<file path="config.mk">
export PLATFORM = sky130hd
export DESIGN_NAME = tcw_cursor
export DESIGN_NICKNAME = d
export VERILOG_FILES = /design/src/hw/rtl/tcw_pkg.sv /design/src/hw/rtl/tcw_cursor.sv
export VERILOG_INCLUDE_DIRS = /design/src /design/src/hw/rtl
export SDC_FILE = /design/constraint.sdc
export NUM_CORES = 1
export LEC_CHECK = 0
export BUFFER_PORTS_ARGS = -buffer_cell sky130_fd_sc_hd__buf_2
export CORE_ASPECT_RATIO = 1.2
export CORE_MARGIN = 5
export CORE_UTILIZATION = 35
export CTS_BUF_LIST = sky130_fd_sc_hd__clkbuf_8
export CTS_CLUSTER_DIAMETER = 150
export DETAILED_ROUTE_END_ITERATION = 10
export GPL_ROUTABILITY_DRIVEN = 0
export PLACE_DENSITY_LB_ADDON = 0.1
export SETUP_SLACK_MARGIN = 0.05
export SYNTH_ARGS = -nofsm -noshare
export SYNTH_HDL_FRONTEND = slang
export SYNTH_SLANG_ARGS = --single-unit
export TNS_END_PERCENT = 30
</file>
<file path="constraint.sdc">
create_clock -name clk -period 5.9 [get_ports clk]
set_input_delay 0.885 -clock clk [delete_from_list [all_inputs] [get_ports clk]]
set_output_delay 0.885 -clock clk [all_outputs]
set_load 0.01 [all_outputs]
</file>
<file path="src/hw/rtl/text_console_writer_assert.svh">
// Assertion macros for the text console writer RTL.
// Uses clk and rst_n of the including module; empty bodies under SYNTHESIS.
`ifndef TEXT_CONSOLE_WRITER_ASSERT_SVH
`define TEXT_CONSOLE_WRITER_ASSERT_SVH
`ifndef SYNTHESIS
`define TCW_CHECK(lbl, prop, msg) \
  lbl: assert property (@(posedge clk) disable iff (!rst_n) prop) \
    else $error(msg);
`define TCW_CHECK_NEXT(lbl, ante, cons, msg) \
  `TCW_CHECK(lbl, (ante) |=> (cons), msg)
`else
`define TCW_CHECK(lbl, prop, msg)
`define TCW_CHECK_NEXT(lbl, ante, cons, msg)
`endif
`endif

</file>
<file path="src/hw/rtl/tcw_pkg.sv">
// Shared types and constants for the text console writer.
// No dependencies.
package tcw_pkg;

  localparam int DEF_COLUMNS   = 80;
  localparam int DEF_ROWS      = 25;
  localparam int DEF_TAB_WIDTH = 8;

  localparam int KIND_W    = 2;
  localparam int CHAR_W    = 8;
  localparam int IDX_W     = 11;
  localparam int COL_OUT_W = 7;
  localparam int ROW_OUT_W = 5;
  localparam int LOC_OUT_W = 11;
  localparam int CELL_W    = 16;
  localparam int ATTR_W    = 8;

  localparam logic [ATTR_W-1:0] ATTR_RESET = 8'h07;
  localparam logic [CHAR_W-1:0] BLANK_CHAR = 8'h20;
  localparam logic [CHAR_W-1:0] CH_BS      = 8'h08;
  localparam logic [CHAR_W-1:0] CH_TAB     = 8'h09;
  localparam logic [CHAR_W-1:0] CH_LF      = 8'h0A;
  localparam logic [CHAR_W-1:0] CH_CR      = 8'h0D;

  typedef enum logic [KIND_W-1:0] {
    KIND_WRITE = 2'd0,
    KIND_CLEAR = 2'd1,
    KIND_READ  = 2'd2
  } kind_t;

  typedef enum logic [2:0] {
    ST_INIT,
    ST_IDLE,
    ST_EXEC,
    ST_SCROLL,
    ST_CLEAR,
    ST_EMIT
  } state_t;

  typedef struct packed {
    logic apply;
    logic home;
  } cur_ctrl_t;

  typedef struct packed {
    logic print;
    logic scroll;
  } cur_stat_t;

endpackage

</file>
<file path="src/hw/rtl/tcw_cursor.sv">
// Cursor column, row and linear location, with the character update rules.
// Depends on tcw_pkg and text_console_writer_assert.svh.
`include "text_console_writer_assert.svh"
module tcw_cursor #(
  parameter int COLUMNS   = tcw_pkg::DEF_COLUMNS,
  parameter int ROWS      = tcw_pkg::DEF_ROWS,
  parameter int TAB_WIDTH = tcw_pkg::DEF_TAB_WIDTH
) (
  input  logic                             clk,
  input  logic                             rst_n,
  input  tcw_pkg::cur_ctrl_t               ctrl,
  input  logic [tcw_pkg::CHAR_W-1:0]       ch,
  output tcw_pkg::cur_stat_t               stat,
  output logic [$clog2(COLUMNS*ROWS)-1:0]  loc_r,
  output logic [$clog2(COLUMNS)-1:0]       col_nxt,
  output logic [$clog2(ROWS)-1:0]          row_nxt,
  output logic [$clog2(COLUMNS*ROWS)-1:0]  loc_nxt
);
  import tcw_pkg::*;

  localparam int COL_W = $clog2(COLUMNS);
  localparam int ROW_W = $clog2(ROWS);
  localparam int LOC_W = $clog2(COLUMNS * ROWS);
  localparam int CW    = COL_W + 2;
  localparam int MAXK  = (COLUMNS - 1) / TAB_WIDTH + 1;

  logic [COL_W-1:0] col_r;
  logic [ROW_W-1:0] row_r;
  logic [CW-1:0]    col_x;
  logic [CW-1:0]    tab_col;
  logic [CW-1:0]    step_col;
  logic [CW-1:0]    col_fin;
  logic             row_inc;
  logic             print;
  logic             last_row;
  logic             row_adv;
  logic [LOC_W-1:0] row_base;
  logic [LOC_W-1:0] loc_calc;

  assign col_x = {2'b00, col_r};

  always_comb begin
    tab_col = CW'(MAXK * TAB_WIDTH);
    for (int k = MAXK; k >= 1; k--) begin
      if (CW'(k * TAB_WIDTH) > col_x) begin
        tab_col = CW'(k * TAB_WIDTH);
      end
    end
  end

  always_comb begin
    step_col = col_x;
    row_inc  = 1'b0;
    print    = 1'b0;
    priority if (ch == CH_BS) begin
      if (col_r != '0) begin
        step_col = col_x - CW'(1);
      end
    end else if (ch == CH_TAB) begin
      step_col = tab_col;
    end else if (ch == CH_CR) begin
      step_col = '0;
    end else if (ch == CH_LF) begin
      step_col = '0;
      row_inc  = 1'b1;
    end else if (!ch[CHAR_W-1] && ch >= BLANK_CHAR) begin
      print    = 1'b1;
      step_col = col_x + CW'(1);
    end else begin
      step_col = col_x;
    end
    col_fin = step_col;
    if (step_col >= CW'(COLUMNS)) begin
      col_fin = '0;
      row_inc = 1'b1;
    end
  end

  assign last_row = (row_r == ROW_W'(ROWS - 1));
  assign row_adv  = row_inc & ~last_row;
  assign row_base = loc_r - LOC_W'(col_r);
  assign loc_calc = row_base + (row_adv ? LOC_W'(COLUMNS) : '0) + LOC_W'(col_fin);

  assign stat.print  = print;
  assign stat.scroll = row_inc & last_row;

  always_comb begin
    col_nxt = col_r;
    row_nxt = row_r;
    loc_nxt = loc_r;
    priority if (ctrl.home) begin
      col_nxt = '0;
      row_nxt = '0;
      loc_nxt = '0;
    end else if (ctrl.apply) begin
      col_nxt = col_fin[COL_W-1:0];
      row_nxt = row_adv ? row_r + ROW_W'(1) : row_r;
      loc_nxt = loc_calc;
    end else begin
      col_nxt = col_r;
      row_nxt = row_r;
      loc_nxt = loc_r;
    end
  end

  always_ff @(posedge clk) begin
    if (!rst_n) begin
      col_r <= '0;
      row_r <= '0;
      loc_r <= '0;
    end else begin
      col_r <= col_nxt;
      row_r <= row_nxt;
      loc_r <= loc_nxt;
    end
  end

  `TCW_CHECK(a_loc_matches, int'(loc_r) == int'(row_r) * COLUMNS + int'(col_r), "bad location")
  `TCW_CHECK(a_col_range, int'(col_r) < COLUMNS && int'(row_r) < ROWS, "cursor out of range")

endmodule

</file>
==> flow_results.org, run 1 <==
** Status
- The flow ran to the end, and the final reports show no timing, DRC or antenna violations.

** Finish
- # diodes :: 0
- Of the cells placed in the final design, the portion with a size suffix greater than 1 is 0.347.
- Count of nets after finishing :: 478
- Final non-filler cell area :: 3530 µm²
- The area growth from synthesis to layout is 40.5%.

** Global routing
- The number of antenna violations at the first check in global routing came to 0.
- Largest net degree at the start of global routing :: 32
- Global-route met1 utilization :: 0.213
- After global routing, the most crowded layer is met2.
- Total congestion overflow :: 0
- Total routing usage reported by global routing :: 0.166
- Met3 usage in global routing :: 0.0216
- The first global-routing pass estimated 12,100 µm of wire.
- Vias in the first global route :: 2,608
- In the global route stage, met2 resource usage came out at 0.295.

** Clocking
- Clock buffer count from CTS :: 3
- TritonCTS clock tree :: built
- In this run, post-CTS hold repair placed 0 buffers.
- Clock insertion delay at the later pin of the skew report :: 0.27 ns
- Clk root buf :: sky130_fd_sc_hd__clkbuf_8
- Total number of clock tree sinks :: 23
- Worst-path clk slew :: 0.09 ns
- CTS Buffer Depth :: 2
- Number of levels the H-tree was split into :: 1

** Worst setup path
- Broken down by cell family, the worst path's largest delay share belongs to adder cells.
- Traced cell by cell, the critical path runs through buf_6 > nor4_4 > buf_4 > nand4b_1 > a311o_1 > o211ai_1 > buf_4 > nand2b_4 > fa_1 > inv_1 > fa_1 > ha_4 > nand3_2 > o211ai_1 > o41ai_2 > buf_4 > o21ai_4 > xnor2_2 > nand2_2 > xor2_2 > nor2_1 > buf_2.
- In this design, the stage delay of the slowest critical-path cell is 0.56 ns.
- WS Path Type :: in -> out
- CP Launch Type :: primary input
- Along the worst path, the maximum fanout reaches 6.
- For the worst setup path, the data arrival time is 4.95 ns.
- STA classifies the critical path endpoint as a primary output.
- In this design, the critical path's most frequently occurring cell is sky130_fd_sc_hd__buf_4.
- STA puts the critical path data required time at 5.02 ns.
- Buffers & Inverters on Critical Path :: 6
- The slowest stage of the critical path belongs to the cell sky130_fd_sc_hd__fa_1.

** Timing
- Minimum hold slack :: 0.552 ns
- Crit path time final :: 5.84 ns
- Clock Skews :: 0.00642 ns
- Final number of setup-violating endpoints :: 0
- Measured against its own limit, the worst slew margin works out to 0.549.
- The count of endpoints failing hold in the final timing report came to 0.
- Worst-Margin Slew :: 0.677 ns
- The number of max-slew violations in the final report came to 0.
- Setup repair after global routing could not meet its margin everywhere.
- Fmax :: 171 MHz
- Final clock period utilization by the worst path :: 0.990

** Route
- Post-Route WL :: 7190 µm
- Routed Antenna Nets :: 0
- In the routed design, unresolved DRC markers number 0.
- Via/cell ratio :: 5.13
- Routed vias :: 2,664
- After the first detailed-routing iteration, the DRC count stood at 75.
- For this run, the detailed router's first-pass iteration total came to 4.
- Average detailed-routed wire length per instance :: 13.9 µm

** Yosys
- Yosys printed 0 warnings.
- Mean post-synth cell area :: 7.42 µm²
- The share of synthesized area in the top cell type comes to 0.183.
- Ranked by instance count, the synthesized netlist is headed by 57 x sky130_fd_sc_hd__nor2_1, 43 x sky130_fd_sc_hd__inv_1, 24 x sky130_fd_sc_hd__ha_1.
- By area the synthesized netlist is led by sky130_fd_sc_hd__dfxtp_1 18%, sky130_fd_sc_hd__ha_1 12%, sky130_fd_sc_hd__nor2_1 8.5%, sky130_fd_sc_hd__fa_1 7.2%, sky130_fd_sc_hd__inv_1 6.4%.
- Synthesis-stage register bit count :: 23
- Among all flip-flop cells after synthesis, the most frequent one is sky130_fd_sc_hd__dfxtp_1.
- The synthesized design contains 0 enable-type register cells.
- In this run, distinct cell masters in the synthesized netlist total 58.
- The largest total area in the synthesized netlist belongs to sky130_fd_sc_hd__dfxtp_1.
- The share of the Yosys chip area taken by registers is 0.183.
- Among all cell types in the netlist, the one instantiated most often is sky130_fd_sc_hd__nor2_1.
- The synthesized netlist occupies a cell area of 2520 µm².
- Fraction of synthesis flops using an asynchronous set or reset pin :: 0
- Counting every instance in the synthesized netlist gives 339.

** Power
- Internal portion of total power :: 0.000364 W
- The share of total power dissipated in the clock network is 0.179.
- The share of total power dissipated in combinational logic is 0.527.
- Areal power density over the cells :: 162 nW/µm²
- Leakage power total :: 1.65 nW
- Sw Pwr :: 0.000208 W
- Of the total power, the share spent switching nets is 0.364.
- Sequential fraction of design power :: 0.295
- VDD IR max :: 0.127 mV

** Floorplanning
- Die H :: 103 µm
- Number of I/O pins :: 48
- Core outline area :: 6940 µm²
- Initial Util :: 0.363
- The floorplan step defined a die boundary enclosing 8990 µm².
- Number of standard-cell rows in the floorplan :: 33
- Chip width :: 87.4 µm

** Place
- Once detailed placement completed, the half-perimeter wirelength came to 5640 µm.
- The placed instances occupy a cell area of 3170 µm².
- Buffers placed on the I/O ports in this run total 47.

** Run
- The tool flagged a number of max-cap violations equal to 0.

** Worst hold path
- Worst hold path type :: reg -> reg
-- layer usage --
metal | up-vias | part of all wire
li1 | 1348 | -
met1 | 1267 | 0.44
met2 | 41 | 0.51
met3 | 8 | 0.040
met4 | 0 | 0.0089
met5 | - | 0
-- metrics by stage --
stage	power [W]	utilization	TNS, ns	worst slack (ns)	std cells
2_1_floorplan	0.000328	-	0	0.208	340
3_3_place_gp	0.000421	0.456	-0.381	-0.146	510
3_5_place_dp	0.000422	0.456	-0.644	-0.247	510
4_1_cts	0.000547	0.476	0	0.00747	516
5_1_grt	0.000623	0.510	-0.788	-0.236	519
6_report	0.000572	0.510	0	0.0619	519
-- cells by family (layout without fill, tap and decap cells) --
| logic type | Yosys count | in the layout | share of synthesized area |
|---|---|---|---|
| other | 1 | 2 | 0.00149 |
| flip-flops | 23 | 23 | 0.183 |
| AND/OR/NAND/NOR | 139 | 139 | 0.276 |
| buffers and inverters | 55 | 147 | 0.0875 |
| XOR/XNOR | 10 | 10 | 0.0348 |
| adder cells (fa/ha/maj) | 33 | 33 | 0.191 |
| AO/OA/AOI/OAI | 65 | 65 | 0.174 |
| multiplexers | 13 | 13 | 0.0522 |
-- power groups by stage --
stage               sequential, W  clock (W)  combinational [W]
global route             0.000170   0.000117           0.000337
global placement         0.000172          0           0.000249
CTS                      0.000168   0.000107           0.000271
floorplan                0.000175          0           0.000154
detailed placement       0.000172          0           0.000250
finish                   0.000168   0.000102           0.000301
-- layout make-up --
cell class              count  area, µm²
flip-flops and latches     23        462
multi-input cells         262       2110
repair buffers            100        649
clock buffers               3       41.3
well taps                  87        109
inverters                  43        161
clock inverters             1       3.75
fillers                   704       3400
-- cells in the final DEF (no fill, tap or decap), types with 4 or more instances in the layout --
cell	netlist	layout
sky130_fd_sc_hd__buf_2	2	45
sky130_fd_sc_hd__fa_1	9	7
sky130_fd_sc_hd__ha_4	0	9
sky130_fd_sc_hd__nand3_1	11	9
sky130_fd_sc_hd__a31oi_1	8	8
sky130_fd_sc_hd__nor3_1	10	8
sky130_fd_sc_hd__dfxtp_1	23	22
sky130_fd_sc_hd__xnor2_1	7	6
sky130_fd_sc_hd__and2_1	10	9
sky130_fd_sc_hd__o21ai_0	12	7
sky130_fd_sc_hd__nor2_1	57	55
sky130_fd_sc_hd__inv_1	43	42
sky130_fd_sc_hd__and3_1	5	5
sky130_fd_sc_hd__nand2_1	19	16
sky130_fd_sc_hd__ha_1	24	15
sky130_fd_sc_hd__o21ai_1	2	4
sky130_fd_sc_hd__buf_4	1	52
sky130_fd_sc_hd__o211ai_1	4	4
sky130_fd_sc_hd__a21oi_1	14	13
sky130_fd_sc_hd__mux2i_1	12	12
-- worst min-delay path, cell delays in order, from the launching register on --
cell                      delay, ns
sky130_fd_sc_hd__dfxtp_1       0.34
sky130_fd_sc_hd__o21ai_0       0.10
sky130_fd_sc_hd__a21oi_1       0.07
-- timing repair --
action	in CTS	in global routing
endpoints found under the setup margin	4	5
pin swaps	14	27
resized for setup	21	36
gates cloned	0	0
endpoints found under the hold margin	0	0
setup buffers	2	3
-- sequential cells by signal (all words and copies together), names as in the netlist --
| signal | flops |
|---|---|
| row_r | 5 |
| loc_r | 11 |
| col_r | 7 |
-- final timing paths --
check        startpoint          end  slack (ns)  cells past startpoint
max reg2reg    col_r[0]     loc_r[7]        1.19                     23
min            row_r[3]     row_r[3]        0.55                      2
min reg2reg    row_r[3]     row_r[3]        0.55                      2
max               ch[4]  loc_nxt[10]        0.06                     22
No activity file was read; power rests on OpenSTA's default activity.
==> run 2: changes to the inputs <==
--- a/config.mk
+++ b/config.mk
@@ -9,7 +9,7 @@
 export BUFFER_PORTS_ARGS = -buffer_cell sky130_fd_sc_hd__buf_2
 export CORE_ASPECT_RATIO = 1.2
 export CORE_MARGIN = 5
-export CORE_UTILIZATION = 35
+export CORE_UTILIZATION = 55
 export CTS_BUF_LIST = sky130_fd_sc_hd__clkbuf_8
 export CTS_CLUSTER_DIAMETER = 150
 export DETAILED_ROUTE_END_ITERATION = 10
==> constraint.sdc (replaced) <==
create_clock -name clk -period 5.8 [get_ports clk]
set_input_delay 0.87 -clock clk [delete_from_list [all_inputs] [get_ports clk]]
set_output_delay 0.87 -clock clk [all_outputs]
set_load 0.01 [all_outputs]
==> flow_results.org, run 2 (synthesis results as in run 1) <==
** Floorplanning
- The die covers 6030 µm².
- The initialized floorplan defines 27 standard-cell rows.
- For this configuration, the core starts out at a cell density of 0.556.
- In this run the count of I/O pins placed on the die edge is 48.
- The floorplan step set the die width to 71.7 µm.
- Die H :: 84.1 µm
- Core outline area :: 4530 µm²

** Worst setup path
- On the worst path, the slowest cell contributes a delay of 0.59 ns.
- Slowest library cell on the worst path :: sky130_fd_sc_hd__fa_1
- Data arrives at the worst endpoint at 5.00 ns.
- CP Launch Type :: primary input
- Dominant delay contributor by cell family on the critical path :: compound AO/OA/AOI/OAI gates
- The worst register-to-register path ends at loc_r[10].
- The critical path in this run is classified as in -> out.
- Reg2reg path depth :: 23
- Required arrival time at the worst endpoint :: 4.93 ns
- Buffers & Inverters on Critical Path :: 3
- Max Fanout on Critical Path :: 5
- Slack of the worst reg-to-reg path :: 0.95 ns
- The signal on the critical path passes through buf_8 > nor4_4 > buf_4 > nand4b_1 > a311o_1 > o211ai_1 > o21a_2 > nor2_4 > and2_4 > fa_1 > ha_4 > ha_4 > a21oi_4 > o211ai_1 > o41ai_2 > o21ai_2 > xnor2_1 > nand2_1 > xor2_1 > nor2_1 > buf_2.
- Endpoint kind of the worst setup timing path :: primary output
- Worst reg2reg path startpoint :: col_r[0]

** Power
- For this design the static power due to leakage is 1.60 nW.
- VDD IR max :: 0.155 mV
- Power spread over the standard cell area amounts to 168 nW/µm².

** Place
- During placement, the flow inserted port buffers numbering 47.
- Counting tap cells, the placed design contains a total of 475 instances.
- Detailed placement ended at an HPWL of 5300 µm.

** Timing
- Hold violation count in the final report :: 0
- Based on the critical path, the design can be clocked at up to 170 MHz.
- The clock arrives with 0.00430 ns of skew.
- Setup total negative slack on the finished layout was measured at -0.0747 ns.
- Crit path time final :: 5.87 ns
- Final Max Slew Viols :: 0
- Final clock period utilization by the worst path :: 1.01
- For the pin with the worst max-slew slack, the measured transition is 0.638 ns.
- Setup repair after global routing missed its margin :: yes
- Across all setup checks in the final design, the least slack found is -0.0659 ns.
- Setup violations remaining at the end of the flow were counted as 3.
- Headroom to the max-slew limit came out at 0.575.

** Clocking
- Total number of clock tree sinks :: 23
- Worst-path clk slew :: 0.08 ns
- Clock buffer count from CTS :: 3
- TritonCTS clock tree :: built
- Hold repair after CTS inserted 0 buffers.
- CTS Buffer Depth :: 2
- Clk root buf :: sky130_fd_sc_hd__clkbuf_8
- Number of levels the H-tree was split into :: 1
- For the worst-skew pair, the clock arrives at the later sink with an insertion delay of 0.26 ns.

** Finish
- Number of flip-flops in the largest register :: 11
- Utilization of the core after routing :: 0.741
- Share of cells above drive strength 1 :: 0.310
- More flip-flops sit in one register than any other, and that register is loc_r.
- Leaving out fill and tap cells, the most frequent cell in the layout is sky130_fd_sc_hd__nor2_1.
- Count of nets after finishing :: 472
- # diodes :: 0
- After filler insertion, the fill cell instance count of the layout stands at 368.
- From synthesis to final layout, the design area changed by 33.3%.
- Leaving out fill and tap cells, the most frequent cells in the layout are 55 x sky130_fd_sc_hd__nor2_1, 47 x sky130_fd_sc_hd__buf_4, 45 x sky130_fd_sc_hd__buf_2.
- Non-filler instance count after layout :: 484
- The largest registers in the layout are loc_r x11, col_r x7, row_r x5.

** Worst hold path
- Worst hold path type :: reg -> reg
- Number of instances on the worst hold path :: 2
- Min-delay src :: row_r[2]
- For hold timing, the worst endpoint is row_r[2].

** Global routing
- The via count of the first global-routing pass is 2,680.
- Largest net degree at the start of global routing :: 32
- The first global-routing pass estimated 11,500 µm of wire.
- The number of antenna violations at the first check in global routing is 0.
- Across every metal layer, demand over resource in global routing totals 0.231.
- Total congestion overflow :: 0

** Status
- The checks that failed: negative setup slack.
- The flow ran to the end, but the final reports show violations.

** Route
- Routed Antenna Nets :: 0
- Using the TritonRoute via totals, the vias-per-cell ratio works out to 5.57.
- # DRC :: 0
- Summed over all layers, the routed wires come to 6790 µm.
- The routed layout has 2,695 vias.
- The first TritonRoute pass finished after 5 iterations.
- After detailed routing, the average wire length per cell comes to 14.0 µm.
- Number of DRC markers after the initial detailed-route iteration :: 157

** Run
- Number of violations of the max-capacitance limit :: 0
run 2: changes by cell type in the layout (fill, tap and decap cells not counted), sizes merged:
cell	previous run	this run
buf	100	94
run 2: final cells by class:
cell class                      instances  area (µm²)  share of cell area
Multi-Input combinational cell        262        2010               0.599
Timing Repair Buffer                   94         604               0.180
Sequential cell                        23         460               0.137
Inverter                               43         161              0.0481
Tap cell                               58        72.6              0.0216
Clock buffer                            3        41.3              0.0123
Clock inverter                          1        3.75             0.00112
run 2: worst max-delay path by stage:
stage          start     endpoint  slack (ns)  depth (start not counted)
2_1_floorplan  ch[4]  loc_nxt[10]        0.14                         18
3_3_place_gp   ch[4]   loc_nxt[9]       -0.20                         21
3_5_place_dp   ch[4]   loc_nxt[9]       -0.36                         21
4_1_cts        ch[6]  loc_nxt[10]       -0.04                         21
5_1_grt        ch[0]  loc_nxt[10]       -0.34                         20
6_report       ch[4]  loc_nxt[10]       -0.07                         21
run 2: layer usage:
layer | up-vias | wire (µm) | GRT usage
met3 | 21 | 337 | 0.0229
met4 | 0 | 229 | 0.0906
met5 | - | 0 | 0
li1 | 1336 | - | -
met1 | 1263 | 2650 | 0.267
met2 | 75 | 3570 | 0.425
run 2: where the power goes:
part	switching (W)	total (W)	internal (W)	leakage, nW
Sequential	0.00000555	0.000171	0.000165	0.186
Clock	0.0000516	0.0000989	0.0000473	0.0269
Combinational	0.000146	0.000295	0.000149	1.39
Total	0.000203	0.000565	0.000361	1.60
run 2: worst register-to-register path, delay by kind of cell, from the launching register on:
| kind | cells | cell delay [ns] |
|---|---|---|
| buffers and inverters | 4 | 0.49 |
| adders and majority gates | 4 | 1.26 |
| AOI/OAI and AO/OA | 8 | 1.88 |
| xor gates and xnor gates | 2 | 0.34 |
| DFF | 1 | 0.33 |
| and+or+nand+nor | 5 | 0.50 |
run 2: per-stage QoR:
step                area (µm²)  total power (W)  worst slack (ns)  hold slack, ns
floorplan                 2520         0.000334             0.138           0.507
global placement          3080         0.000418            -0.197           0.533
detailed placement        3080         0.000425            -0.359           0.550
CTS                       3260         0.000557           -0.0357           0.567
global route              3350         0.000615            -0.344           0.617
finish                    3350         0.000565           -0.0659           0.563
run 2: what timing repair did:
item,CTS,global route
setup endpoints to repair,4,6
hold endpoints to repair,0,0
pin swaps,21,15
setup buffers,5,1
resized for setup,26,13
